File: config.mk
export PLATFORM = sky130hd
export DESIGN_NAME = queued_mutex_and_condition_unit
export DESIGN_NICKNAME = d
export VERILOG_FILES = /design/src/rtl/core/qmcu_pkg.sv /design/src/rtl/core/qmcu_ctrl.sv /design/src/rtl/core/qmcu_dpath.sv /design/src/rtl/core/queued_mutex_and_condition_unit.sv
export SDC_FILE = /design/constraint.sdc
export NUM_CORES = 1
export LEC_CHECK = 0
export ABC_AREA = 1
export BUFFER_PORTS_ARGS = -buffer_cell sky130_fd_sc_hd__buf_4
export CORE_UTILIZATION = 60
export CTS_CLUSTER_DIAMETER = 120
export DETAILED_ROUTE_END_ITERATION = 12
export PLACE_DENSITY = 0.87
export SLEW_MARGIN = 25
export SYNTH_ARGS = -nofsm -noshare
export SYNTH_HDL_FRONTEND = slang
export SYNTH_HIERARCHICAL = 1
export SYNTH_SLANG_ARGS = --single-unit
File: constraint.sdc
create_clock -name clk -period 2.7 [get_ports clk]
set_input_delay 0.27 -clock clk [delete_from_list [all_inputs] [get_ports clk]]
set_output_delay 0.27 -clock clk [all_outputs]
set_load 0.02 [all_outputs]
File: src/rtl/core/qmcu_pkg.sv
// Shared types and constants for the queued mutex and condition unit.
// No dependencies; imported by every module of the block.
`default_nettype none

package qmcu_pkg;

    localparam int THREADS_DEF = 16;
    localparam int MODE_W      = 3;
    localparam int TID_W       = 4;
    localparam int STATUS_W    = 3;

    typedef enum logic [MODE_W-1:0] {
        MODE_MUTEX_INIT  = 3'd0,
        MODE_LOCK        = 3'd1,
        MODE_UNLOCK      = 3'd2,
        MODE_COND_INIT   = 3'd3,
        MODE_COND_WAIT   = 3'd4,
        MODE_COND_SIGNAL = 3'd5
    } qmcu_mode_t;

    typedef enum logic [STATUS_W-1:0] {
        ST_OK        = 3'd0,
        ST_ALREADY   = 3'd1,
        ST_NOT_INIT  = 3'd2,
        ST_OWNERSHIP = 3'd3,
        ST_FULL      = 3'd4
    } qmcu_status_t;

    typedef enum logic [1:0] {
        CTRL_IDLE,
        CTRL_READ,
        CTRL_EXEC
    } qmcu_state_t;

    // controller -> datapath
    typedef struct packed {
        logic latch;   // capture the incoming item
        logic read;    // register both queue heads
        logic exec;    // apply the operation and load the result register
    } qmcu_cmd_t;

    // datapath -> controller
    typedef struct packed {
        logic out_stall;  // result register still holds an untaken item
    } qmcu_stat_t;

endpackage

`default_nettype wire

File: src/rtl/core/qmcu_ctrl.sv
// Sequencer for the queued mutex and condition unit.
// Depends on qmcu_pkg; drives qmcu_dpath through qmcu_cmd_t.
`default_nettype none

module qmcu_ctrl
    import qmcu_pkg::*;
(
    input  wire logic       clk,
    input  wire logic       rst_n,
    input  wire logic       in_valid,
    output logic            in_ready,
    input  wire qmcu_stat_t stat,
    output qmcu_cmd_t       cmd
);

    qmcu_state_t state_reg;
    qmcu_state_t state_next;

    always_ff @(posedge clk or negedge rst_n)
    begin
        if (!rst_n)
        begin
            state_reg <= CTRL_IDLE;
        end
        else
        begin
            state_reg <= state_next;
        end
    end

    always_comb
    begin
        state_next = state_reg;
        in_ready   = 1'b0;
        cmd        = '0;
        case (state_reg)
            CTRL_IDLE:
            begin
                in_ready = 1'b1;
                if (in_valid)
                begin
                    cmd.latch  = 1'b1;
                    state_next = CTRL_READ;
                end
            end
            CTRL_READ:
            begin
                cmd.read   = 1'b1;
                state_next = CTRL_EXEC;
            end
            CTRL_EXEC:
            begin
                if (!stat.out_stall)
                begin
                    cmd.exec   = 1'b1;
                    state_next = CTRL_IDLE;
                end
            end
            default:
            begin
                state_next = CTRL_IDLE;
            end
        endcase
    end

endmodule

`default_nettype wire

File: src/rtl/core/qmcu_dpath.sv
// Datapath: mutex/condition state, two circular wait queues in memory, result register.
// Depends on qmcu_pkg; sequenced by qmcu_ctrl.
`default_nettype none

module qmcu_dpath
    import qmcu_pkg::*;
#(
    parameter int THREADS = THREADS_DEF
)
(
    input  wire logic                clk,
    input  wire logic                rst_n,
    input  wire qmcu_cmd_t           cmd,
    output qmcu_stat_t               stat,
    input  wire logic [MODE_W-1:0]   mode,
    input  wire logic [TID_W-1:0]    thread,
    output logic                     out_valid,
    input  wire logic                out_ready,
    output logic [STATUS_W-1:0]      status,
    output logic                     caller_blocks,
    output logic                     woken_valid,
    output logic [TID_W-1:0]         woken_thread
);

    localparam int CNT_W = $clog2(THREADS + 1);
    localparam int PTR_W = (THREADS > 1) ? $clog2(THREADS) : 1;
    localparam logic [CNT_W-1:0] FULL_CNT = CNT_W'(THREADS);
    localparam logic [PTR_W-1:0] LAST_PTR = PTR_W'(THREADS - 1);

    function automatic logic [PTR_W-1:0] ptr_inc(input logic [PTR_W-1:0] p);
        logic [PTR_W-1:0] r;
        r = (p == LAST_PTR) ? '0 : p + PTR_W'(1);
        return r;
    endfunction

    // request
    logic [MODE_W-1:0] mode_reg;
    logic [TID_W-1:0]  thread_reg;

    // lock state
    logic              mutex_ready_reg, mutex_ready_next;
    logic              owner_present_reg, owner_present_next;
    logic [TID_W-1:0]  owner_reg, owner_next;
    logic              cond_ready_reg, cond_ready_next;

    // queues
    logic [TID_W-1:0]  lock_mem [THREADS];
    logic [TID_W-1:0]  cond_mem [THREADS];
    logic [TID_W-1:0]  lock_head_data_reg;
    logic [TID_W-1:0]  cond_head_data_reg;
    logic [PTR_W-1:0]  lock_head_reg, lock_head_next, lock_tail_reg, lock_tail_next;
    logic [PTR_W-1:0]  cond_head_reg, cond_head_next, cond_tail_reg, cond_tail_next;
    logic [CNT_W-1:0]  lock_cnt_reg, lock_cnt_next;
    logic [CNT_W-1:0]  cond_cnt_reg, cond_cnt_next;
    logic              lock_push, cond_push;

    // result
    logic                out_valid_reg, out_valid_next;
    qmcu_status_t        status_reg, status_next;
    logic                blocks_reg, blocks_next;
    logic                wvalid_reg, wvalid_next;
    logic [TID_W-1:0]    wthread_reg, wthread_next;
    logic                owns;

    always_ff @(posedge clk)
    begin
        if (cmd.latch)
        begin
            mode_reg   <= mode;
            thread_reg <= thread;
        end
        if (cmd.exec)
        begin
            status_reg  <= status_next;
            blocks_reg  <= blocks_next;
            wvalid_reg  <= wvalid_next;
            wthread_reg <= wthread_next;
        end
    end

    // queue memories: one write port, registered head read
    always_ff @(posedge clk)
    begin
        if (cmd.exec && lock_push)
        begin
            lock_mem[lock_tail_reg] <= thread_reg;
        end
        if (cmd.exec && cond_push)
        begin
            cond_mem[cond_tail_reg] <= thread_reg;
        end
        if (cmd.read)
        begin
            lock_head_data_reg <= lock_mem[lock_head_reg];
            cond_head_data_reg <= cond_mem[cond_head_reg];
        end
    end

    always_ff @(posedge clk or negedge rst_n)
    begin
        if (!rst_n)
        begin
            mutex_ready_reg   <= 1'b0;
            owner_present_reg <= 1'b0;
            owner_reg         <= '0;
            cond_ready_reg    <= 1'b0;
            lock_head_reg     <= '0;
            lock_tail_reg     <= '0;
            lock_cnt_reg      <= '0;
            cond_head_reg     <= '0;
            cond_tail_reg     <= '0;
            cond_cnt_reg      <= '0;
            out_valid_reg     <= 1'b0;
        end
        else
        begin
            if (cmd.exec)
            begin
                mutex_ready_reg   <= mutex_ready_next;
                owner_present_reg <= owner_present_next;
                owner_reg         <= owner_next;
                cond_ready_reg    <= cond_ready_next;
                lock_head_reg     <= lock_head_next;
                lock_tail_reg     <= lock_tail_next;
                lock_cnt_reg      <= lock_cnt_next;
                cond_head_reg     <= cond_head_next;
                cond_tail_reg     <= cond_tail_next;
                cond_cnt_reg      <= cond_cnt_next;
            end
            out_valid_reg <= out_valid_next;
        end
    end

    always_comb
    begin
        out_valid_next = out_valid_reg;
        if (cmd.exec)
        begin
            out_valid_next = 1'b1;
        end
        else if (out_ready)
        begin
            out_valid_next = 1'b0;
        end
    end

    always_comb
    begin
        owns               = owner_present_reg && (owner_reg == thread_reg);
        mutex_ready_next   = mutex_ready_reg;
        owner_present_next = owner_present_reg;
        owner_next         = owner_reg;
        cond_ready_next    = cond_ready_reg;
        lock_head_next     = lock_head_reg;
        lock_tail_next     = lock_tail_reg;
        lock_cnt_next      = lock_cnt_reg;
        cond_head_next     = cond_head_reg;
        cond_tail_next     = cond_tail_reg;
        cond_cnt_next      = cond_cnt_reg;
        lock_push          = 1'b0;
        cond_push          = 1'b0;
        status_next        = ST_OK;
        blocks_next        = 1'b0;
        wvalid_next        = 1'b0;
        wthread_next       = '0;

        case (qmcu_mode_t'(mode_reg))
            MODE_MUTEX_INIT:
            begin
                if (mutex_ready_reg)
                begin
                    status_next = ST_ALREADY;
                end
                else
                begin
                    mutex_ready_next   = 1'b1;
                    owner_present_next = 1'b0;
                    owner_next         = '0;
                    lock_cnt_next      = '0;
                    lock_head_next     = '0;
                    lock_tail_next     = '0;
                end
            end
            MODE_LOCK:
            begin
                if (!mutex_ready_reg)
                begin
                    status_next = ST_NOT_INIT;
                end
                else if (owns)
                begin
                    status_next = ST_OWNERSHIP;
                end
                else if (owner_present_reg)
                begin
                    if (lock_cnt_reg == FULL_CNT)
                    begin
                        status_next = ST_FULL;
                    end
                    else
                    begin
                        lock_push      = 1'b1;
                        blocks_next    = 1'b1;
                        lock_tail_next = ptr_inc(lock_tail_reg);
                        lock_cnt_next  = lock_cnt_reg + CNT_W'(1);
                    end
                end
                else
                begin
                    owner_present_next = 1'b1;
                    owner_next         = thread_reg;
                end
            end
            MODE_UNLOCK:
            begin
                if (!mutex_ready_reg)
                begin
                    status_next = ST_NOT_INIT;
                end
                else if (!owns)
                begin
                    status_next = ST_OWNERSHIP;
                end
                else if (lock_cnt_reg != '0)
                begin
                    // hand the mutex straight to the oldest waiter
                    owner_next     = lock_head_data_reg;
                    wvalid_next    = 1'b1;
                    wthread_next   = lock_head_data_reg;
                    lock_head_next = ptr_inc(lock_head_reg);
                    lock_cnt_next  = lock_cnt_reg - CNT_W'(1);
                end
                else
                begin
                    owner_present_next = 1'b0;
                    owner_next         = '0;
                end
            end
            MODE_COND_INIT:
            begin
                if (cond_ready_reg)
                begin
                    status_next = ST_ALREADY;
                end
                else
                begin
                    cond_ready_next = 1'b1;
                    cond_cnt_next   = '0;
                    cond_head_next  = '0;
                    cond_tail_next  = '0;
                end
            end
            MODE_COND_WAIT:
            begin
                // ownership is checked before the condition is known to be ready
                if (!mutex_ready_reg)
                begin
                    status_next = ST_NOT_INIT;
                end
                else if (!owns)
                begin
                    status_next = ST_OWNERSHIP;
                end
                else if (!cond_ready_reg)
                begin
                    status_next = ST_NOT_INIT;
                end
                else if (cond_cnt_reg == FULL_CNT)
                begin
                    status_next = ST_FULL;
                end
                else
                begin
                    cond_push      = 1'b1;
                    blocks_next    = 1'b1;
                    cond_tail_next = ptr_inc(cond_tail_reg);
                    cond_cnt_next  = cond_cnt_reg + CNT_W'(1);
                end
            end
            MODE_COND_SIGNAL:
            begin
                if (!cond_ready_reg)
                begin
                    status_next = ST_NOT_INIT;
                end
                else if (cond_cnt_reg != '0)
                begin
                    wvalid_next    = 1'b1;
                    wthread_next   = cond_head_data_reg;
                    cond_head_next = ptr_inc(cond_head_reg);
                    cond_cnt_next  = cond_cnt_reg - CNT_W'(1);
                end
            end
            default:
            begin
                status_next = ST_OK;
            end
        endcase
    end

    assign stat.out_stall = out_valid_reg && !out_ready;
    assign out_valid      = out_valid_reg;
    assign status         = status_reg;
    assign caller_blocks  = blocks_reg;
    assign woken_valid    = wvalid_reg;
    assign woken_thread   = wthread_reg;

    a_lock_cnt_range: assert property (@(posedge clk) disable iff (!rst_n)
        lock_cnt_reg <= FULL_CNT)
        else $error("lock queue count above depth");

    a_cond_cnt_range: assert property (@(posedge clk) disable iff (!rst_n)
        cond_cnt_reg <= FULL_CNT)
        else $error("condition queue count above depth");

    a_block_xor_wake: assert property (@(posedge clk) disable iff (!rst_n)
        (out_valid_reg && blocks_reg) |-> (!wvalid_reg && status_reg == ST_OK))
        else $error("blocked caller reported with wake or error");

    a_wake_ok: assert property (@(posedge clk) disable iff (!rst_n)
        (out_valid_reg && wvalid_reg) |-> (status_reg == ST_OK))
        else $error("wake reported with error status");

    a_owner_after_handoff: assert property (@(posedge clk) disable iff (!rst_n)
        (cmd.exec && wvalid_next && mode_reg == MODE_UNLOCK)
            |=> (owner_present_reg && owner_reg == wthread_reg))
        else $error("unlock handoff did not install woken thread as owner");

endmodule

`default_nettype wire

File: src/rtl/core/queued_mutex_and_condition_unit.sv
// Lock manager for one mutex and one condition variable, each with a FIFO of waiting
// threads. Each request passes through accept, queue-head read from the
// wait-queue memories, then execute into the result register; a new request is accepted
// the cycle after execute. The result register frees the input side while an item waits
// at the output; execute waits only if the previous result is still untaken. The queues
// are circular buffers, so no clearing pass is needed after reset.
`default_nettype none

module queued_mutex_and_condition_unit
    import qmcu_pkg::*;
#(
    parameter int THREADS = THREADS_DEF
)
(
    input  wire logic                clk,
    input  wire logic                rst_n,
    input  wire logic                in_valid,
    output logic                     in_ready,
    input  wire logic [MODE_W-1:0]   mode,
    input  wire logic [TID_W-1:0]    thread,
    output logic                     out_valid,
    input  wire logic                out_ready,
    output logic [STATUS_W-1:0]      status,
    output logic                     caller_blocks,
    output logic                     woken_valid,
    output logic [TID_W-1:0]         woken_thread
);

    qmcu_cmd_t  cmd;
    qmcu_stat_t stat;

    qmcu_ctrl u_ctrl (
        .clk      (clk),
        .rst_n    (rst_n),
        .in_valid (in_valid),
        .in_ready (in_ready),
        .stat     (stat),
        .cmd      (cmd)
    );

    qmcu_dpath #(
        .THREADS (THREADS)
    ) u_dpath (
        .clk           (clk),
        .rst_n         (rst_n),
        .cmd           (cmd),
        .stat          (stat),
        .mode          (mode),
        .thread        (thread),
        .out_valid     (out_valid),
        .out_ready     (out_ready),
        .status        (status),
        .caller_blocks (caller_blocks),
        .woken_valid   (woken_valid),
        .woken_thread  (woken_thread)
    );

endmodule

`default_nettype wire

# After elaboration in Yosys (flattened, before gate mapping)
# Memory sizes are Yosys's and may differ from the RTL's. A register that Yosys moved wholly into a read port is not among the register bits.
# Cells that the tools add are included.
# totals
reg_bits,52
mem_bits_rw,128
output_inout_bits,11
mem_count,2
# op_classes
addsub,8
eq_ne,33
mux,105
reduce_logical,27
# mem_list
memory,depth,word_bits,read_ports,rd_ports_with_merged_regs,write_ports,line,text
u_dpath.cond_mem,16,4,1,1,1,qmcu_dpath.sv:48,logic [TID_W-1:0] cond_mem [THREADS];
u_dpath.lock_mem,16,4,1,1,1,qmcu_dpath.sv:47,logic [TID_W-1:0] lock_mem [THREADS];
# ops
op,n
$mux W4,29
$mux W5,15
$pmux W4 S2,5
$mux W1,35
$pmux W5 S3,2
$mux W3,9
$ne A2 B1 Y1 const B,10
$ne A2 B2 Y1 const B,9
$pmux W3 S6,1
$add A4 B1 Y4 const B,4
$eq A4 B4 Y1 const B,4
$reduce_and A8 Y1,2
$reduce_and A7 Y1,2
$pmux W4 S3,1
$add A5 B1 Y5 const B,2
$eq A5 B5 Y1 const B,2
$reduce_and A10 Y1,1
$reduce_bool A2 Y1,5
$reduce_bool A5 Y1,2
$sub A5 B1 Y5 const B,2
$reduce_and A9 Y1,1
$mux W2,4
$eq A3 B2 Y1 const B,2
$eq A3 B3 Y1 const B,2
15 further kinds,22

# Logic depth before layout (Yosys ltp)
# Gate-level depths: netlist of run 1.
# logic_depth
depth_word,9
ltp_mapped,13
depth_no_buf,12

# Cells and area by module
# The synthesis of run 1 kept the hierarchy.
# modules_own_cells
mod,n_inst,cells_per_inst,area_per_inst_um2,seq_area_each_um2
qmcu_dpath,1,831,8644.5,5415.2
qmcu_ctrl,1,12,102.6,50.0

# Worst setup path after synthesis of run 1
# No wires, ideal clock.
# synth_path
kind,flip-flop to flip-flop
start,"register u_dpath.out_valid_reg, in the netlist u_dpath/out_valid"
end,"memory u_dpath.lock_mem[14][0], enable pin"
arrival_ps,1927
required_ps,2339
setup_slack_ps,412
stages_incl_launch_ff,8
path_buffers,2
synth_period_minus_slack_ps,2288
path_cell_list,dfrtp_1 inv_1 nor2_1 nor3_2 buf_2 nand3_4 buf_6 nor3_1
# synth_lines
item,line,text
start: declaration,qmcu_dpath.sv:58,"logic out_valid_reg, out_valid_next;"
start signal: assignment,qmcu_dpath.sv:130,out_valid_reg <= out_valid_next;
end: declaration,qmcu_dpath.sv:47,

# Worst setup path in the final report of run 1
# layout_path
start,register u_dpath.mode_reg[0]
end,register u_dpath.cond_cnt_reg[4]
# layout_via
elab_chain_len,3
elab_cells_between_ends,13
cone_classes,eq/ne: 10; mux: 1; reduce/logical: 2
# layout_lines
item,line,text
start: declaration,qmcu_dpath.sv:37,logic [MODE_W-1:0] mode_reg;
start signal: assignment,qmcu_dpath.sv:69,mode_reg <= mode;
$eq A3 B3 Y1 or $eq A3 B2 Y1 (tied branches),qmcu_dpath.sv:167,case (qmcu_mode_t'(mode_reg))
$ne A2 B1 Y1 (no line) (tied with other cells),n/a,
$reduce_and A9 Y1 (no line),n/a,
end signal: assignment,qmcu_dpath.sv:128,cond_cnt_reg <= cond_cnt_next;
end: declaration,qmcu_dpath.sv:54,"logic [CNT_W-1:0] cond_cnt_reg, cond_cnt_next;"
# Parallel ways exist; a longest one is shown, timed or not.
# A chain may end at the register's enable or synchronous reset.

==> impl_results.md, run 1 <==
* Outcome: complete, no violations
* Die height at 123 um
* Area grow syn2layout at 11.4%
* Setup_tns at 0 ns
* LEAKAGE at 0.00373 uW
* Fin crit share at 0.858
* Ant diodes at 0
* GRT overflow at 0
* Slowest stage delay, CP at 0.57 ns
* Post-Syn Nets at 872
* Root Driver: clkbuf_16
* Drt first pass iters at 8
* Area of the die at 0.0151 sq mm
* Post_cts resized at 0
* First-pass GRT wire length at 32100 um
* PortBufs at 21
* Post-route minimum period at 2.32 ns
* Max Fclk at 0.432 GHz
* DRT iter0 DRCs at 935
* Worst reg2reg endpoint: u_dpath/cond_cnt_reg[4]
* Core ar. at 0.0140 sq mm
* Fin Clk Skew at 0.0142 ns
* Most common cell type on the critical path: nor2_1
* Biggest regs: u_dpath/cond_mem (64), u_dpath/lock_mem (64)
* EDFF count, synth at 152
* Starting Density at 0.623
* Clock H-tree levels at 4
* GRT Overall Usage at 0.290
* Cells after Synth at 843
* Worst VDD drop at 0.000568 V
* Hold path endpoint: u_dpath/thread_reg[2]
* Post-Syn Area per Cell at 10.4 sq um
* Worst-skew pair later-pin latency at 0.43 ns
* CTS clk-pin slew, worst paths at 0.07 ns
* Final Setup Violations at 0
* Clock buffer depth at 2
* Initial antenna violation count at 0
* Die Wd at 123 um
* Hold_ws at 0.0296 ns
* Buf+Inv Stages, Crit Path at 2
* Total Nets Final at 912
* Via count at 6498
* Fillers at 939
* Final WS setup at 0.384 ns
* Tightest Hold Check Type: input pin to register
* CP Class: register to register
* Most common cell after layout, fill and taps aside: nand2_1
* CP required at 3.02 ns
* Clk sinks at 188
* CTS tree: yes
* Post-synthesis cell type count at 41
* Post-DP Area at 0.00916 sq mm
* Seq cells post-synth at 188
* IO Pins at 22
* GPL Wtd Cong at 0.886
* Fin. Hold Viols at 0
* Row Count at 43
* Critical path launch point: u_dpath/mode_reg[0]
* Synth Flop Type: edfxtp_1
* Final Max Slew Viols at 0
* Hold Startpoint: thread[2]
* Antenna Nets Post-Route at 0
* Pre-CTS setup slack at 0.448 ns
* Synth warn at 6
* Cell area after layout at 0.00975 sq mm
* Commonest non-fill, non-tap cells in the layout: nand2_1 (166), edfxtp_1 (152), nor2_1 (99)
* Worst-Margin Slew at 0.742 ns
* Hold Buf Count CTS at 4
* Worst setup SP type: register
* CTS Buf Count at 17
* Crit path cell chain: inv_1 > nor2_4 > inv_2 > fa_1 > nor3_1 > nor2_1 > a21oi_1 > nor2_1 > nand3_1 > nand2_1
* Drt total wl at 20200 um
* Pin count of the biggest net entering global routing at 42
* Cells on worst reg2reg path at 10
* Setup crit end kind: register
* Slew margin rel. at 0.502
* Post-synthesis sequential area ratio at 0.625
* Post-CTS setup buffers at 0
* Fraction of registers with async set/reset at 0.191
* Post-DP HPWL at 13300 um
* Hold path depth at 1
* Share of cells above drive strength 1 at 0.128
* Routed vias/inst at 6.04
* FF-to-FF Start: u_dpath/mode_reg[0]
* Max stage delay cell, worst path: edfxtp_1
* Pwr per Cell Area at 803 mW/mm^2
* Max Cap Viol at 0
* Synthesized area at 0.00875 sq mm
* CP Max Fanout at 13
* Vias in the first global route at 6283
* R2R Setup Slk at 0.38 ns
* DR DRC count at 0
* CP Data Arrival Time at 2.64 ns
* Unrepaired setup endpoints after global routing: false
* DR WL/cell at 18.7 um
* Crit-path leading delay family: simple AND/OR/NAND/NOR gates
-- synthesized netlist by cell type (all sizes together) (13+ instances only) --
cell | instances | area share
nand2 | 174 | 0.078
nand4 | 17 | 0.013
o21ai | 96 | 0.055
o22ai | 13 | 0.0093
nor2 | 109 | 0.054
edfxtp | 152 | 0.52
clkbuf | 17 | 0.0073
dfrtp | 36 | 0.10
ha | 16 | 0.023
nor3 | 20 | 0.012
inv | 78 | 0.034
a21oi | 28 | 0.017
nand3 | 37 | 0.027
-- per-stage QoR --
stage,instances,power [uW],util
floorplan,843,4870,-
global placement,1040,5390,0.652
detailed placement,1040,5470,0.652
CTS,1076,7820,0.694
global route,1076,8170,0.694
finish,1076,7830,0.694
-- where the power goes --
part           internal [uW]  leakage (uW)  switching (uW)
Sequential              3420       0.00186             202
Combinational            552       0.00161            1310
Clock                   1270      0.000266            1090
-- worst reg2reg max path, delay by kind of cell, from the launching register on --
kind	cells	cell delay, ns
flip-flops	1	0.57
AO/OA/AOI/OAI	1	0.12
adder cells (fa/ha/maj)	1	0.43
AND/OR/NAND/NOR	6	0.81
buffers and inverters	2	0.28
-- kinds of logic after synthesis --
kind of cell             Yosys count  share of synthesized area
AO/OA/AOI/OAI                    164                      0.106
flip-flops                       188                      0.625
AND/OR/NAND/NOR                  365                      0.190
adder cells (fa/ha/maj)           18                     0.0275
XOR/XNOR                           2                    0.00200
buffers and inverters            106                     0.0496
-- how the worst max path moves through the flow --
stage                              end  cells after the start  slack [ns]
6_report       u_dpath/cond_cnt_reg[4]                     10        0.38
5_1_grt        u_dpath/cond_cnt_reg[4]                     10        0.20
4_1_cts        u_dpath/lock_mem[13][0]                      6        0.42
3_5_place_dp   u_dpath/cond_cnt_reg[4]                     11        0.45
3_3_place_gp   u_dpath/cond_cnt_reg[4]                     10        0.54
2_1_floorplan  u_dpath/lock_mem[14][0]                      7        0.41
-- layer usage --
metal	vias to the layer above	share of wire	GRT usage
met1	3071	0.40	0.385
li1	3016	-	-
met2	370	0.49	0.457
met5	-	0	0
met4	0	0.020	0.130
met3	41	0.089	0.0702
-- final cells by class --
class	count	area [sq um]	share of cell area
Clock buffer	17	425	0.0436
Clock inverter	15	125	0.0128
Inverter	82	310	0.0318
Multi-Input combinational cell	549	2850	0.292
Sequential cell	188	5470	0.561
Tap cell	180	225	0.0231
Timing Repair Buffer	45	348	0.0357
No activity file was read; power rests on OpenSTA's default activity.
==> run 2: changes to the inputs <==
--- a/config.mk
+++ b/config.mk
@@ -6,6 +6,7 @@
 export NUM_CORES = 1
 export LEC_CHECK = 0
 export ABC_AREA = 1
+export ABC_CLOCK_PERIOD_IN_PS = 2900
 export BUFFER_PORTS_ARGS = -buffer_cell sky130_fd_sc_hd__buf_4
 export CORE_UTILIZATION = 60
 export CTS_CLUSTER_DIAMETER = 120
==> constraint.sdc (replaced) <==
create_clock -name clk -period 2.9 [get_ports clk]
set_input_delay 0.29 -clock clk [delete_from_list [all_inputs] [get_ports clk]]
set_output_delay 0.29 -clock clk [all_outputs]
set_load 0.02 [all_outputs]
==> run 2 against run 1 <==
Final area decreased by 0.65%. Setup slack improved by 0.14 ns. Critical path type unchanged. Clock power about the same. Fmax decreased by 2.4%.
==> impl_results.md, run 2 (synthesis results as in run 1) <==
* CP Class: register to register
* FF-to-FF Start: u_dpath/thread_reg[1]
* Antenna Nets Post-Route at 0 (unchanged)
* CP Max Fanout at 5 (-8)
* Max stage delay cell, worst path: nor2_1
* CTS clk-pin slew, worst paths at 0.06 ns (about the same)
* CP Data Arrival Time at 2.46 ns (-0.18 ns)
* IO Pins at 22 (unchanged)
* Clock H-tree levels at 4 (unchanged)
* Setup_tns at 0 ns (unchanged)
* CTS tree: yes
* Via count at 6459 (-0.60%)
* LEAKAGE at 0.00368 uW (-1.4%)
* Starting Density at 0.623 (unchanged)
* R2R Setup Slk at 0.53 ns (+0.14 ns)
* Max Fclk at 0.422 GHz (-2.4%)
* Crit-path leading delay family: simple AND/OR/NAND/NOR gates
* Share of cells above drive strength 1 at 0.110 (-0.0185)
* Post-CTS setup buffers at 0 (unchanged)
* Placed cell count at 1030 (-0.96%)
* Core ar. at 0.0140 sq mm (unchanged)
* Cell area after layout at 0.00968 sq mm (-0.65%)
* Unrepaired setup endpoints after global routing: false
* Setup crit end kind: register
* Row Count at 43 (unchanged)
* Post-DP Area at 0.00908 sq mm (-0.82%)
* Worst reg2reg endpoint: u_dpath/cond_mem[6][0]
* Cell count along the critical path at 8 (-2)
* First-pass GRT wire length at 31800 um (-1.1%)
* GRT Overall Usage at 0.286 (-0.00439)
* Fin crit share at 0.818 (-0.0399)
* Drt first pass iters at 8 (unchanged)
* Fillers at 964 (+2.7%)
* Drt total wl at 19700 um (-2.5%)
* Worst-skew pair later-pin latency at 0.42 ns (about the same)
* Area of the die at 0.0151 sq mm (unchanged)
* Buf+Inv Stages, Crit Path at 1 (-1)
* DR WL/cell at 18.5 um (-1.3%)
* Biggest regs: u_dpath/cond_mem (64), u_dpath/lock_mem (64)
* CTS Buf Count at 17 (unchanged)
* Die height at 123 um (unchanged)
* Post-DP HPWL at 12800 um (-4.0%)
* PortBufs at 21 (unchanged)
* Cells on worst reg2reg path at 8 (-2)
* Die Wd at 123 um (unchanged)
* Root Driver: clkbuf_16
* Tightest Hold Check Type: input pin to register
* Clock buffer depth at 2 (unchanged)
* Pwr per Cell Area at 768 mW/mm^2 (-4.4%)
* Crit path cell chain: inv_1 > nand2_1 > nand2_1 > nor2_2 > nand4_1 > nor2_1 > nand4_1 > nor2_1
* Commonest non-fill, non-tap cells in the layout: nand2_1 (166), edfxtp_1 (152), nor2_1 (99)
* Hold Startpoint: thread[0]
* GRT overflow at 0 (unchanged)
* Routed vias/inst at 6.08 (+0.62%)
* Worst VDD drop at 0.000563 V (-0.95%)
* Worst-Margin Slew at 0.776 ns (+0.0348 ns)
* Slowest stage delay, CP at 0.40 ns (-0.17 ns)
* Initial antenna violation count at 0 (unchanged)
* Finished Core Util at 0.690 (-0.00454)
* Max Cap Viol at 0 (unchanged)
* Area grow syn2layout at 10.7%
* Most common cell after layout, fill and taps aside: nand2_1
* GPL Wtd Cong at 0.887 (+0.10%)
* Final Setup Violations at 0 (unchanged)
* Worst setup SP type: register
* Vias in the first global route at 6335 (+0.83%)
* DR DRC count at 0 (unchanged)
* Final Max Slew Viols at 0 (unchanged)
* Fin. Hold Viols at 0 (unchanged)
* Fin Clk Skew at 0.00710 ns (-0.00706 ns)
* Clk sinks at 188 (unchanged)
* Hold path depth at 1 (unchanged)
* DRT iter0 DRCs at 847 (-9.4%)
* CP required at 2.98 ns (-0.04 ns)
* Slew margin rel. at 0.482 (-0.0207)
* Total Nets Final at 899 (-1.4%)
* Hold path endpoint: u_dpath/thread_reg[0]
* Outcome: complete, no violations
* Pin count of the biggest net entering global routing at 42 (unchanged)
* Non-filler cells, final at 1063 (-1.2%)
* Post-route minimum period at 2.37 ns (+0.0558 ns)
* Ant diodes at 0 (unchanged)
-- run 2: worst reg2reg max path, cell delays in order (launching register included) --
cell      delay, ns
edfxtp_1       0.38
inv_1          0.06
nand2_1        0.06
nand2_1        0.06
nor2_2         0.17
nand4_1        0.18
nor2_1         0.36
nand4_1        0.36
nor2_1         0.40
-- run 2: what timing repair did --
action	in CTS	in global routing
resized for setup	0	0
endpoints found under the hold margin	36	0
setup endpoints to repair	0	0
hold buffers	1	0
-- run 2: where the power goes --
part / switching (uW) / internal [uW]
Sequential: 188 / 3180
Combinational: 1200 / 503
Clock: 928 / 1430
-- run 2: worst max path at each step --
stage                                      from                      end  slack (ns)
after global routing        u_dpath/mode_reg[0]  u_dpath/cond_cnt_reg[4]        0.43
after floorplan               u_dpath/out_valid  u_dpath/lock_mem[14][0]        0.61
final                     u_dpath/thread_reg[1]   u_dpath/cond_mem[6][0]        0.53
after detailed placement  u_dpath/thread_reg[1]  u_dpath/cond_mem[10][2]        0.68
after CTS                 u_dpath/thread_reg[1]  u_dpath/cond_mem[10][0]        0.59
after global placement      u_dpath/mode_reg[0]  u_dpath/cond_cnt_reg[4]        0.74
-- run 2: final cells by class --
cell class	count	area, sq um	share of cell area
Sequential cell	188	5470	0.564
Multi-Input combinational cell	549	2850	0.294
Clock buffer	23	448	0.0463
Inverter	82	310	0.0320
Timing Repair Buffer	32	243	0.0251
Tap cell	180	225	0.0233
Clock inverter	9	144	0.0149
-- run 2: layer usage --
layer | global-route usage | up-vias | routed length, um
met3 | 0.0595 | 54 | 1580
li1 | - | 2990 | -
met5 | 0 | - | 0
met1 | 0.367 | 3077 | 7790
met4 | 0.136 | 0 | 571
met2 | 0.466 | 338 | 9720
-- run 2: stage by stage --
stage / hold WS [ns] / power [uW] / setup WS (ns)
global route: 0.0197 / 7780 / 0.426
CTS: 0.0233 / 7440 / 0.592
global placement: 0.286 / 5020 / 0.737
detailed placement: 0.283 / 5080 / 0.681
floorplan: -0.00559 / 4540 / 0.612
finish: 0.0408 / 7440 / 0.528
